## src/rrtr_ram.sv

```systemverilog
`timescale 1ns / 1ps
`default_nettype none
// ----------------------------------------------------------------------------
// Generic RAM
// One write port and one read port with registered read data.
// ----------------------------------------------------------------------------
module rrtr_ram #(
	parameter int WIDTH = 8,
	parameter int DEPTH = 16
) (
	input  wire logic                     clk,
	input  wire logic                     rd_en,
	input  wire logic [$clog2(DEPTH)-1:0] rd_addr,
	output logic      [WIDTH-1:0]         rd_data,
	input  wire logic                     wr_en,
	input  wire logic [$clog2(DEPTH)-1:0] wr_addr,
	input  wire logic [WIDTH-1:0]         wr_data
);

	logic [WIDTH-1:0] mem_q [DEPTH];

	always_ff @(posedge clk) begin
		if (wr_en) begin
			mem_q[wr_addr] <= wr_data;
		end
		if (rd_en) begin
			rd_data <= mem_q[rd_addr];
		end
	end

endmodule
`default_nettype wire

```

## config.mk

```make
export PLATFORM = sky130hd
export DESIGN_NAME = rrtr_ram
export DESIGN_NICKNAME = d
export VERILOG_FILES = /design/src/rrtr_ram.sv
export SDC_FILE = /design/constraint.sdc
export NUM_CORES = 1
export LEC_CHECK = 0
export CORE_ASPECT_RATIO = 0.5
export CORE_MARGIN = 2
export CORE_UTILIZATION = 45
export DETAILED_ROUTE_END_ITERATION = 8
export DONT_BUFFER_PORTS = 1
export GPL_TIMING_DRIVEN = 0
export PLACE_DENSITY_LB_ADDON = 0.08
export SYNTH_ARGS = -nofsm -noshare
export SYNTH_HDL_FRONTEND = slang
export SYNTH_SLANG_ARGS = --single-unit
```

## constraint.sdc

```tcl
create_clock -name clk -period 2.2 [get_ports clk]
set_clock_uncertainty 0.15 [all_clocks]
set_input_delay 0.11 -clock clk [delete_from_list [all_inputs] [get_ports clk]]
set_output_delay 0.11 -clock clk [all_outputs]
set_load 0.01 [all_outputs]
```

==> results.tsv <==
stage	metric	value	unit
cts	clk_root_buffer_cell	clkbuf_16	
setup_path	crit_type	in -> reg	
yosys	synth-async-reset-ratio	0	%
cts	htree_levels	4	
pwr	swShare	19.3	%
die	initial_core_util	46.9	%
detailed_routing	vias	2370	
global_routing	antenna_found_initial	0	
yosys	synth_top_area_share	78.1	%
yosys	syn_nets	248	
layout	stdcell_count	416	
setup_path	cp-start-kind	input pin	
timing	rsz0062_at_grt	no	
yosys	synth_edf_count	136	
detailed_routing	drt_iter0_markers	227	
yosys	syn_inst	229	
detailed_routing	ant_nets	0	
setup_path	cp.arrival	1.77	ns
layout	fill_cells	872	
layout	drive_above_1_share	21.4	%
timing	tns	0	ns
setup_path	endpoint_kind	flop	
setup_path	cp.buffers_inverters	1	
timing	worst_slew_pin_slew	1.24	ns
yosys	netlist_area	0.00523	mm2
die	die_area	0.0125	mm2
yosys	yosysMostFrequentCell	edfxtp_1	
timing	hold_viol	0	
yosys	yosys_register_bits	136	
cts	cts_resized	0	
setup_path	cp_max_fo	8	
detailed_routing	drc	0	
timing	relSlewSlack	16.7	%
setup_path	cpPeakStageDelay	1.02	ns
yosys	synth_seq_area_share	78.1	%
yosys	yosys_warnings	0	
yosys	synth_commonest_cells	edfxtp_1 (136), mux4_2 (18), a22oi_1 (16), mux4_1 (14), nor2_1 (13)	
timing	max_freq	523	MHz
die	dieHeight	80.2	um
flow_run	maxCapViolations	0	
yosys	syn_avg_cell_area	22.8	um2
cts	tritoncts	yes	
cts	cts_buffer_depth	2	
timing	period_share	86.9	%
setup_path	path_cells	dlygate4sd3_1, nor3_1	
setup_path	cp_top_family	simple AND/OR/NAND/NOR gates	
place	portBuffers	0	
detailed_routing	wl_per_cell	24.6	um
setup_path	required	2.06	ns
pwr	power_frac_comb	4.4	%
pwr	leakage	1.98	nW
die	num_rows	27	
pwr	internal_power	4.80	mW
global_routing	grt_max_degree	17	
detailed_routing	drt_pre_antenna_iters	4	
die	die_w	156	um
global_routing	grt_pass1_vias	2524	
detailed_routing	viasPerCell	5.70	
die	ioPinCount	27	
cts	numCtsBuffers	17	
timing	setup_violations	0	
yosys	ys_types	18	
layout	area_growth	16.8	%
setup_path	cp_slowest_cell	nor3_1	
pwr	vdd_drop_max	0.497	mV
pwr	netSwitchingPower	1.15	mW
timing	final_max_slew_viol_count	0	
global_routing	grt-ovfl-total	0	
pwr	seq_power_share	49.5	%
cts	clock_latency	0.41	ns
place	dp.cells	374	
cts	clk_pin_slew	0.06	ns
pwr	power_density	974	mW/mm2
layout	diodes	0	
die	coreArea	0.0111	mm2
detailed_routing	finalWirelength	10200	um
yosys	yosys.area.top_type	edfxtp_1	
place	place_hpwl	6530	um
yosys	ys_top_cells_by_area	edfxtp_1 (78%), mux4_2 (7.8%), mux4_1 (7.0%)	
cts	cts.sink_count	136	
layout	nets	278	
yosys	synthFlopType	edfxtp_1	
timing	fin_crit	1.91	ns
global_routing	grt_pass1_wl	15500	um
status	status	finished clean	
min_path	hold_path_class	in -> reg	
global_routing	track_usage	18.6	%
place	gp_congestion	0.855	
pwr	p_clk_share	46.2	%
-- per-stage QoR --
step	setup WS, ns	utilization [%]	area [um2]	hold slack [ns]	total power [mW]
2_1_floorplan	0.447	-	5230	0.0589	3.14
3_3_place_gp	-0.0561	48.5	5410	0.0597	3.20
3_5_place_dp	-0.137	48.5	5410	0.0598	3.20
4_1_cts	0.122	54.6	6090	0.0853	5.99
5_1_grt	0.174	54.8	6100	0.0272	6.14
6_report	0.289	54.8	6100	0.0284	5.95
-- area by class of cell --
type	count	area [um2]	area share (%)
Timing Repair Buffer	11	110	1.80
Multi-Input combinational cell	83	1070	17.6
Buffer	10	86.3	1.41
Clock inverter	9	126	2.07
Sequential cell	136	4080	66.9
Tap cell	145	181	2.97
Clock buffer	22	444	7.28
-- layout by cell type, fill, tap and decap left out, drive strengths merged, types with 2 or more instances in the layout --
cell,instances
a22oi,16
buf,7
bufinv,3
clkbuf,22
clkdlybuf4s25,3
clkinv,5
dlygate4sd3,11
edfxtp,136
mux4,32
nand2,9
nand2b,2
nand3b,2
nor2,13
nor3,4
-- kinds of logic (layout without fill, tap and decap cells) --
family          after synthesis  after routing  synth area share, %
simple gates                 35             35                 3.14
buf+inv                      10             52                 1.65
mux                          32             32                 14.8
flops                       136            136                 78.1
compound gates               16             16                 2.30
-- flip-flops by register name, indices dropped and copies added, names as in the netlist --
register	cells
mem_q	128
rd_data	8
-- metal layers --
metal / vias to the layer above / global-route usage (%) / part of all wire (%)
met3: 5 / 5.77 / 7.5
met2: 72 / 28.5 / 47
met4: 0 / 5.69 / 0.61
li1: 1040 / - / -
met1: 1253 / 25.9 / 44
met5: - / 0 / 0
-- power groups by stage --
stage / clock network (mW) / logic, mW / registers [mW]
after floorplan: 0 / 0.147 / 2.99
after global placement: 0 / 0.202 / 2.99
after detailed placement: 0 / 0.204 / 3.00
after CTS: 2.79 / 0.262 / 2.94
after global routing: 2.91 / 0.282 / 2.95
final: 2.75 / 0.260 / 2.94
-- what timing repair did --
action | 4_1_cts | 5_1_grt
hold buffers | 11 | 0
buffers inserted | 0 | 0
endpoints found under the hold margin | 168 | 0
-- worst paths after layout --
kind | from | to | slack, ns | cells after the start
setup / recovery | wr_addr[1] | mem_q[8][3]$_DFFE_PP_ | 0.29 | 2
hold / removal | wr_addr[3] | mem_q[0][7]$_DFFE_PP_ | 0.03 | 2
setup reg to reg | mem_q[1][3]$_DFFE_PP_ | rd_data[3]$_DFFE_PP_ | 0.29 | 3
hold reg to reg | mem_q[12][3]$_DFFE_PP_ | rd_data[3]$_DFFE_PP_ | 0.61 | 3
No activity file was read; power rests on OpenSTA's default activity.
