===== src/rrtr_pkg.sv =====
`timescale 1ns / 1ps
`default_nettype none
// ----------------------------------------------------------------------------
// Round-robin task ring package
// Request and response types, function codes and status codes shared by the
// task ring and its checker.
// ----------------------------------------------------------------------------
package rrtr_pkg;

	localparam logic [2:0] FN_INSERT   = 3'd0;
	localparam logic [2:0] FN_YIELD    = 3'd1;
	localparam logic [2:0] FN_GETID    = 3'd2;
	localparam logic [2:0] FN_GETTICKS = 3'd3;
	localparam logic [2:0] FN_TICK     = 3'd4;

	localparam logic [1:0] ST_OK         = 2'd0;
	localparam logic [1:0] ST_FULL       = 2'd1;
	localparam logic [1:0] ST_NOT_IN_USE = 2'd2;
	localparam logic [1:0] ST_UNUSED     = 2'd3;

	typedef struct packed {
		logic [2:0] func;
		logic [9:0] after_slot;
	} req_t;

	typedef struct packed {
		logic [9:0]  current_slot;
		logic [31:0] current_task_id;
		logic [31:0] return_value;
		logic [1:0]  status;
	} rsp_t;

endpackage
`default_nettype wire


===== src/rrtr_core.sv =====
`timescale 1ns / 1ps
`default_nettype none
// ----------------------------------------------------------------------------
// Round-robin task ring sequencer
// Issues the ring table read for each request, applies the request to the
// scheduler registers, writes links back and holds the response register.
// ----------------------------------------------------------------------------
module rrtr_core #(
	parameter int MAX_SLOTS = 1024
) (
	input  wire logic                         clk,
	input  wire logic                         arst_n,
	input  wire logic                         req_valid,
	output logic                              req_ready,
	input  wire rrtr_pkg::req_t               req,
	output logic                              rsp_valid,
	input  wire logic                         rsp_ready,
	output rrtr_pkg::rsp_t                    rsp,
	output logic                              mem_rd_en,
	output logic [$clog2(MAX_SLOTS)-1:0]      mem_rd_addr,
	input  wire logic [$clog2(MAX_SLOTS)+31:0] mem_rd_data,
	output logic                              mem_wr_en,
	output logic [$clog2(MAX_SLOTS)-1:0]      mem_wr_addr,
	output logic [$clog2(MAX_SLOTS)+31:0]     mem_wr_data
);

	localparam int SW = $clog2(MAX_SLOTS);
	localparam int EW = SW + 32;
	localparam int CW = (SW > 10) ? SW : 10;
	localparam logic [SW-1:0] LAST_SLOT = SW'(MAX_SLOTS - 1);

	typedef enum logic [2:0] {
		S_IDLE = 3'b001,
		S_EXEC = 3'b010,
		S_LINK = 3'b100
	} state_t;

	state_t state_q, state_d;

	logic [2:0]    func_s1;
	logic [CW-1:0] after_s1;
	logic          rd_zero_s1;

	logic [SW-1:0] run_q, run_d;
	logic [31:0]   tid_q, tid_d;
	logic [SW-1:0] used_q, used_d;
	logic [31:0]   last_q, last_d;
	logic [31:0]   tick_q, tick_d;
	logic          link0_vld_q;

	logic           rsp_valid_q;
	rrtr_pkg::rsp_t rsp_q;

	logic           req_fire;
	logic           out_free;
	logic           commit;
	logic [CW-1:0]  after_ext;
	logic [CW-1:0]  used_ext;
	logic [CW-1:0]  run_ext;
	logic [EW-1:0]  ent;
	logic [SW-1:0]  ent_next;
	logic [31:0]    ent_tid;
	logic [SW-1:0]  fresh;
	logic [31:0]    ret_d;
	logic [1:0]     status_d;

	assign req_ready = (state_q == S_IDLE);
	assign req_fire  = req_valid && req_ready;
	assign out_free  = !rsp_valid_q || rsp_ready;
	assign commit    = (state_q == S_EXEC) && out_free;

	assign after_ext   = CW'(req.after_slot);
	assign mem_rd_en   = req_fire;
	assign mem_rd_addr = (req.func == rrtr_pkg::FN_INSERT) ? after_ext[SW-1:0] : run_q;

	assign ent      = (rd_zero_s1 && !link0_vld_q) ? '0 : mem_rd_data;
	assign ent_next = ent[SW-1:0];
	assign ent_tid  = ent[EW-1:SW];
	assign used_ext = CW'(used_q);
	assign fresh    = used_q + SW'(1);

	always_comb begin
		state_d     = state_q;
		run_d       = run_q;
		tid_d       = tid_q;
		used_d      = used_q;
		last_d      = last_q;
		tick_d      = tick_q;
		ret_d       = '0;
		status_d    = rrtr_pkg::ST_OK;
		mem_wr_en   = 1'b0;
		mem_wr_addr = fresh;
		mem_wr_data = ent;
		case (state_q)
			S_IDLE: begin
				if (req_fire) begin
					state_d = S_EXEC;
				end
			end
			S_EXEC: begin
				if (out_free) begin
					state_d = S_IDLE;
					case (func_s1)
						rrtr_pkg::FN_INSERT: begin
							if (after_s1 > used_ext) begin
								status_d = rrtr_pkg::ST_NOT_IN_USE;
							end else begin
								last_d = last_q + 32'd1;
								if (used_q == LAST_SLOT) begin
									status_d = rrtr_pkg::ST_FULL;
								end else begin
									used_d    = fresh;
									mem_wr_en = 1'b1;
									state_d   = S_LINK;
								end
							end
						end
						rrtr_pkg::FN_YIELD: begin
							run_d = ent_next;
							tid_d = ent_tid;
						end
						rrtr_pkg::FN_GETID: begin
							ret_d = tid_q;
						end
						rrtr_pkg::FN_GETTICKS: begin
							ret_d = tick_q;
						end
						rrtr_pkg::FN_TICK: begin
							tick_d = tick_q + 32'd1;
							run_d  = ent_next;
							tid_d  = ent_tid;
						end
						default: begin
						end
					endcase
				end
			end
			S_LINK: begin
				mem_wr_en   = 1'b1;
				mem_wr_addr = after_s1[SW-1:0];
				mem_wr_data = {last_q, used_q};
				state_d     = S_IDLE;
			end
			default: begin
				state_d = S_IDLE;
			end
		endcase
	end

	assign run_ext = CW'(run_d);

	always_ff @(posedge clk or negedge arst_n) begin
		if (!arst_n) begin
			state_q     <= S_IDLE;
			run_q       <= '0;
			tid_q       <= '0;
			used_q      <= '0;
			last_q      <= '0;
			tick_q      <= '0;
			link0_vld_q <= 1'b0;
			rsp_valid_q <= 1'b0;
		end else begin
			state_q <= state_d;
			run_q   <= run_d;
			tid_q   <= tid_d;
			used_q  <= used_d;
			last_q  <= last_d;
			tick_q  <= tick_d;
			if (mem_wr_en && (mem_wr_addr == '0)) begin
				link0_vld_q <= 1'b1;
			end
			if (commit) begin
				rsp_valid_q <= 1'b1;
			end else if (rsp_ready) begin
				rsp_valid_q <= 1'b0;
			end
		end
	end

	always_ff @(posedge clk) begin
		if (req_fire) begin
			func_s1    <= req.func;
			after_s1   <= after_ext;
			rd_zero_s1 <= (mem_rd_addr == '0);
		end
		if (commit) begin
			rsp_q.current_slot    <= run_ext[9:0];
			rsp_q.current_task_id <= tid_d;
			rsp_q.return_value    <= ret_d;
			rsp_q.status          <= status_d;
		end
	end

	assign rsp_valid = rsp_valid_q;
	assign rsp       = rsp_q;

endmodule
`default_nettype wire


===== config.mk =====
export PLATFORM = sky130hd
export DESIGN_NAME = rrtr_core
export DESIGN_NICKNAME = d
export VERILOG_FILES = /design/src/rrtr_pkg.sv /design/src/rrtr_core.sv
export SDC_FILE = /design/constraint.sdc
export NUM_CORES = 1
export LEC_CHECK = 0
export ABC_AREA = 0
export BUFFER_PORTS_ARGS = -buffer_cell sky130_fd_sc_hd__buf_2
export CORE_MARGIN = 5
export CORE_UTILIZATION = 30
export CTS_CLUSTER_DIAMETER = 120
export DETAILED_ROUTE_END_ITERATION = 8
export PLACE_DENSITY = 0.55
export SLEW_MARGIN = 20
export SYNTH_ARGS = -nofsm -noshare
export SYNTH_HDL_FRONTEND = slang
export SYNTH_SLANG_ARGS = --single-unit
export TNS_END_PERCENT = 20

===== constraint.sdc =====
create_clock -name clk -period 9.7 [get_ports clk]
set_input_delay 1.94 -clock clk [delete_from_list [all_inputs] [get_ports clk]]
set_output_delay 1.94 -clock clk [all_outputs]
set_load 0.03 [all_outputs]

==> out/results.tsv <==
stage	metric	value	unit
sta	slew_violations	0	
power	switching_share	27.94	%
floorplanning	core_area	0.03147	mm2
sta	finalHoldViolations	0	
cells_and_area	antennaDiodeCount	0	
logic_synthesis	yosys.area.top_type	dfrtp_1	
clock_network	cts_tree	yes	
sta	skew	11.81	ps
critical_path	ff2ff_path_depth	5	
grt	grt-ovfl-total	0	
logic_synthesis	synth-seq-cells	211	
clock_network	cts_setup_buffers	0	
critical_path	endpoint_kind	primary output	
cells_and_area	seqCellArea	0.005732	mm2
sta	worst_slew_pin_slew	950.9	ps
grt	antenna_found_initial	0	
sta	rsz0062_at_grt	false	
status	status	finished clean	
floorplanning	die_h	188.3	um
logic_synthesis	synth_warnings	0	
power	power.switching	0.0007019	W
cells_and_area	fin_util	37.63	%
sta	fin_tns_setup	0	ps
critical_path	r2r_start	state_q[2]	
critical_path	rrSetupSlack	6770	ps
power	p_seq_share	45.4	%
sta	timing.fmax	190.3	MHz
drt	ant_nets	0	
logic_synthesis	synth_area	0.009538	mm2
logic_synthesis	yosysSeqAreaShare	60.09	%
clock_network	clkTransAtPathRegs	60	ps
critical_path	cp_slowest_cell	nor3_2	
power	leakagePower	5.102	nW
critical_path	crit_chain	buf_2, nor3_2, mux2_2, buf_2	
sta	max_slew_margin	36.60	%
clock_network	htreeDepth	1	
logic_synthesis	syn_nets	954	
critical_path	start_kind	input port	
cells_and_area	fin_nets	1143	
critical_path	slowest_delay	630	ps
grt	grt_pass1_wl	42970	um
power	vdd_ir_drop_max	0.1788	mV
floorplanning	dieWidth	188.3	um
worst_hold_path	hp-start	link0_vld_q	
power	power.density	212.1	mW/mm2
drt	vias	7134	
drt	wire_per_inst	18.20	um
critical_path	worstSetupPathType	input port to primary output	
logic_synthesis	avgSynthCellArea	10.81	um2
place	hpwl	19030	um
logic_synthesis	yosys-top-cells-area	dfrtp_1 31%, edfxtp_1 28%, nand2_1 6.7%, xnor2_1 5.4%, o21ai_0 4.9%	
floorplanning	fp.dieArea	0.03546	mm2
cells_and_area	drive_gt1_share	25.16	%
sta	period_needed	5254	ps
clock_network	holdBufCountCts	0	
critical_path	cp-startpoint	req[11]	
cells_and_area	fillCellCount	3146	
drt	vias_per_cell	4.785	
drt	drc	0	
critical_path	cp_max_fo	10	
drt	first_pass_iters	5	
floorplanning	io_pins	201	
logic_synthesis	async_flop_share	57.35	%
cells_and_area	final_cell_area	0.01185	mm2
power	clkPwrFrac	40.3	%
drt	drt-initial-drc-count	401	
run	maxCapViolations	0	
floorplanning	start_util	30.30	%
critical_path	cpLargestDelayFamily	simple AND/OR/NAND/NOR gates	
grt	grt.total_usage	15.09	%
drt	routed_wl	27130	um
place	io_buffers	200	
logic_synthesis	ys.flop_type	dfrtp_1	
critical_path	critPathMostFrequentCell	buf_2	
sta	setup_violations	0	
clock_network	clockBufferDepth	3	
clock_network	cts_resized	0	
grt	grt_pass1_vias	7456	
logic_synthesis	synth_edf_count	90	
logic_synthesis	netlist.area_leader.share	31.48	%
critical_path	critPathRequiredTime	7760	ps
logic_synthesis	syn_inst	882	
critical_path	critical_path.endpoint	mem_rd_addr[7]	
critical_path	cp.depth	4	
clock_network	cts-root-buf	clkbuf_16	
sta	min_period_over_period	54.17	%
critical_path	arrival	3310	ps
critical_path	reg2reg_to	rsp[56]	
logic_synthesis	synth_cell_types	45	
cells_and_area	multi_input_area	0.003582	mm2
cells_and_area	area_delta_synth_final	24.19	%
place	gp_congestion	0.7933	
floorplanning	fp-row-count	65	
critical_path	cp.buffers_inverters	2	
clock_network	cts_buffers	25	
clock_network	clk-insertion-delay-late	510	ps
clock_network	cts_sinks	211	
power	p_int	0.001811	W
worst_hold_path	hp-class	flip-flop to flip-flop	
place	placed_cell_area	0.01093	mm2
power	p_comb_share	14.3	%
grt	grt_max_degree	101	
==> routing by layer <==
layer	routed length (um)	part of all wire, %	track usage (%)
met5	0	0	0
met4	422	1.6	3.055
met1	12610	46	20.97
met3	1705	6.3	3.372
met2	12400	46	24.47
==> cells in the final DEF (no fill, tap or decap), types with 6 or more instances in the layout <==
| master | netlist | routed |
|---|---|---|
| a21oi_1 | 13 | 13 |
| a22oi_1 | 32 | 32 |
| and2_1 | 8 | 7 |
| and3_1 | 20 | 20 |
| and4_1 | 7 | 7 |
| buf_2 | 4 | 199 |
| buf_4 | 3 | 9 |
| bufinv_16 | 0 | 6 |
| clkbuf_16 | 0 | 25 |
| dfrtp_1 | 120 | 120 |
| edfxtp_1 | 90 | 90 |
| ha_1 | 13 | 13 |
| inv_1 | 13 | 12 |
| mux2_2 | 11 | 11 |
| nand2_1 | 169 | 168 |
| nand3_1 | 30 | 29 |
| nand4_1 | 29 | 29 |
| nor2_1 | 61 | 61 |
| nor4_1 | 8 | 8 |
| o21ai_0 | 94 | 94 |
| xnor2_1 | 59 | 59 |
| xor2_1 | 20 | 20 |
==> cells in the mapped netlist, types with 11 or more instances <==
library cell / count
a21oi_1: 13
a22oi_1: 32
and3_1: 20
clkbuf_1: 40
dfrtp_1: 120
edfxtp_1: 90
ha_1: 13
inv_1: 13
mux2_2: 11
nand2_1: 169
nand3_1: 30
nand4_1: 29
nor2_1: 61
o21ai_0: 94
xnor2_1: 59
xor2_1: 20
==> cells by family after synthesis <==
logic type / count (synthesis) / share of synthesized area (%)
mux: 11 / 1.299
simple gates: 357 / 17.95
xor+xnor: 79 / 7.254
fa+ha+maj: 13 / 1.705
compound gates: 151 / 9.170
flops: 211 / 60.09
buf+inv: 60 / 2.532
==> power groups by stage <==
stage	clock network (W)	registers, W	logic, W
final	0.00101	0.00114	0.000358
after global routing	0.00108	0.00116	0.000400
after CTS	0.00104	0.00114	0.000364
after detailed placement	0	0.00116	0.000362
after global placement	0	0.00116	0.000356
after floorplan	0	0.00117	0.000214
==> state kept, by name, indices dropped and copies added (netlist names) <==
register and cells:
rsp 76, last_q 32, tick_q 32, tid_q 32, after_s1 10, run_q 10, used_ext 10, func_s1 3
state_q 3, link0_vld_q 1, rd_zero_s1 1, rsp_valid 1
==> worst min-delay path by stage <==
stage,to,slack (ps),cells after the start
after floorplan,link0_vld_q,420,2
after global placement,link0_vld_q,450,2
after detailed placement,link0_vld_q,450,2
after CTS,link0_vld_q,460,2
after global routing,last_q[31],490,1
final,link0_vld_q,460,2
==> worst reg2reg max path: cells and delay by family, from the launching register on <==
family	cells	cell delay, ps
buf+inv	3	1420
flops	1	460
simple gates	2	650
==> layout make-up <==
type,instances,area share [%]
sequential,211,48.39
multi-input combinational,611,30.24
timing repair buffer,209,9.211
clock buffer,27,5.345
tap,402,4.246
clock inverter,18,2.144
inverter,13,0.4225
==> per-stage QoR <==
step	instances	hold slack, ps	total power, W	worst slack, ps
2_1_floorplan	882	418.8	0.001380	4565
3_3_place_gp	1445	449.0	0.001515	4512
3_5_place_dp	1445	447.9	0.001522	4434
4_1_cts	1490	462.5	0.002546	4434
5_1_grt	1491	487.1	0.002633	4378
6_report	1491	460.2	0.002512	4446
No activity file was read; power rests on OpenSTA's default activity.
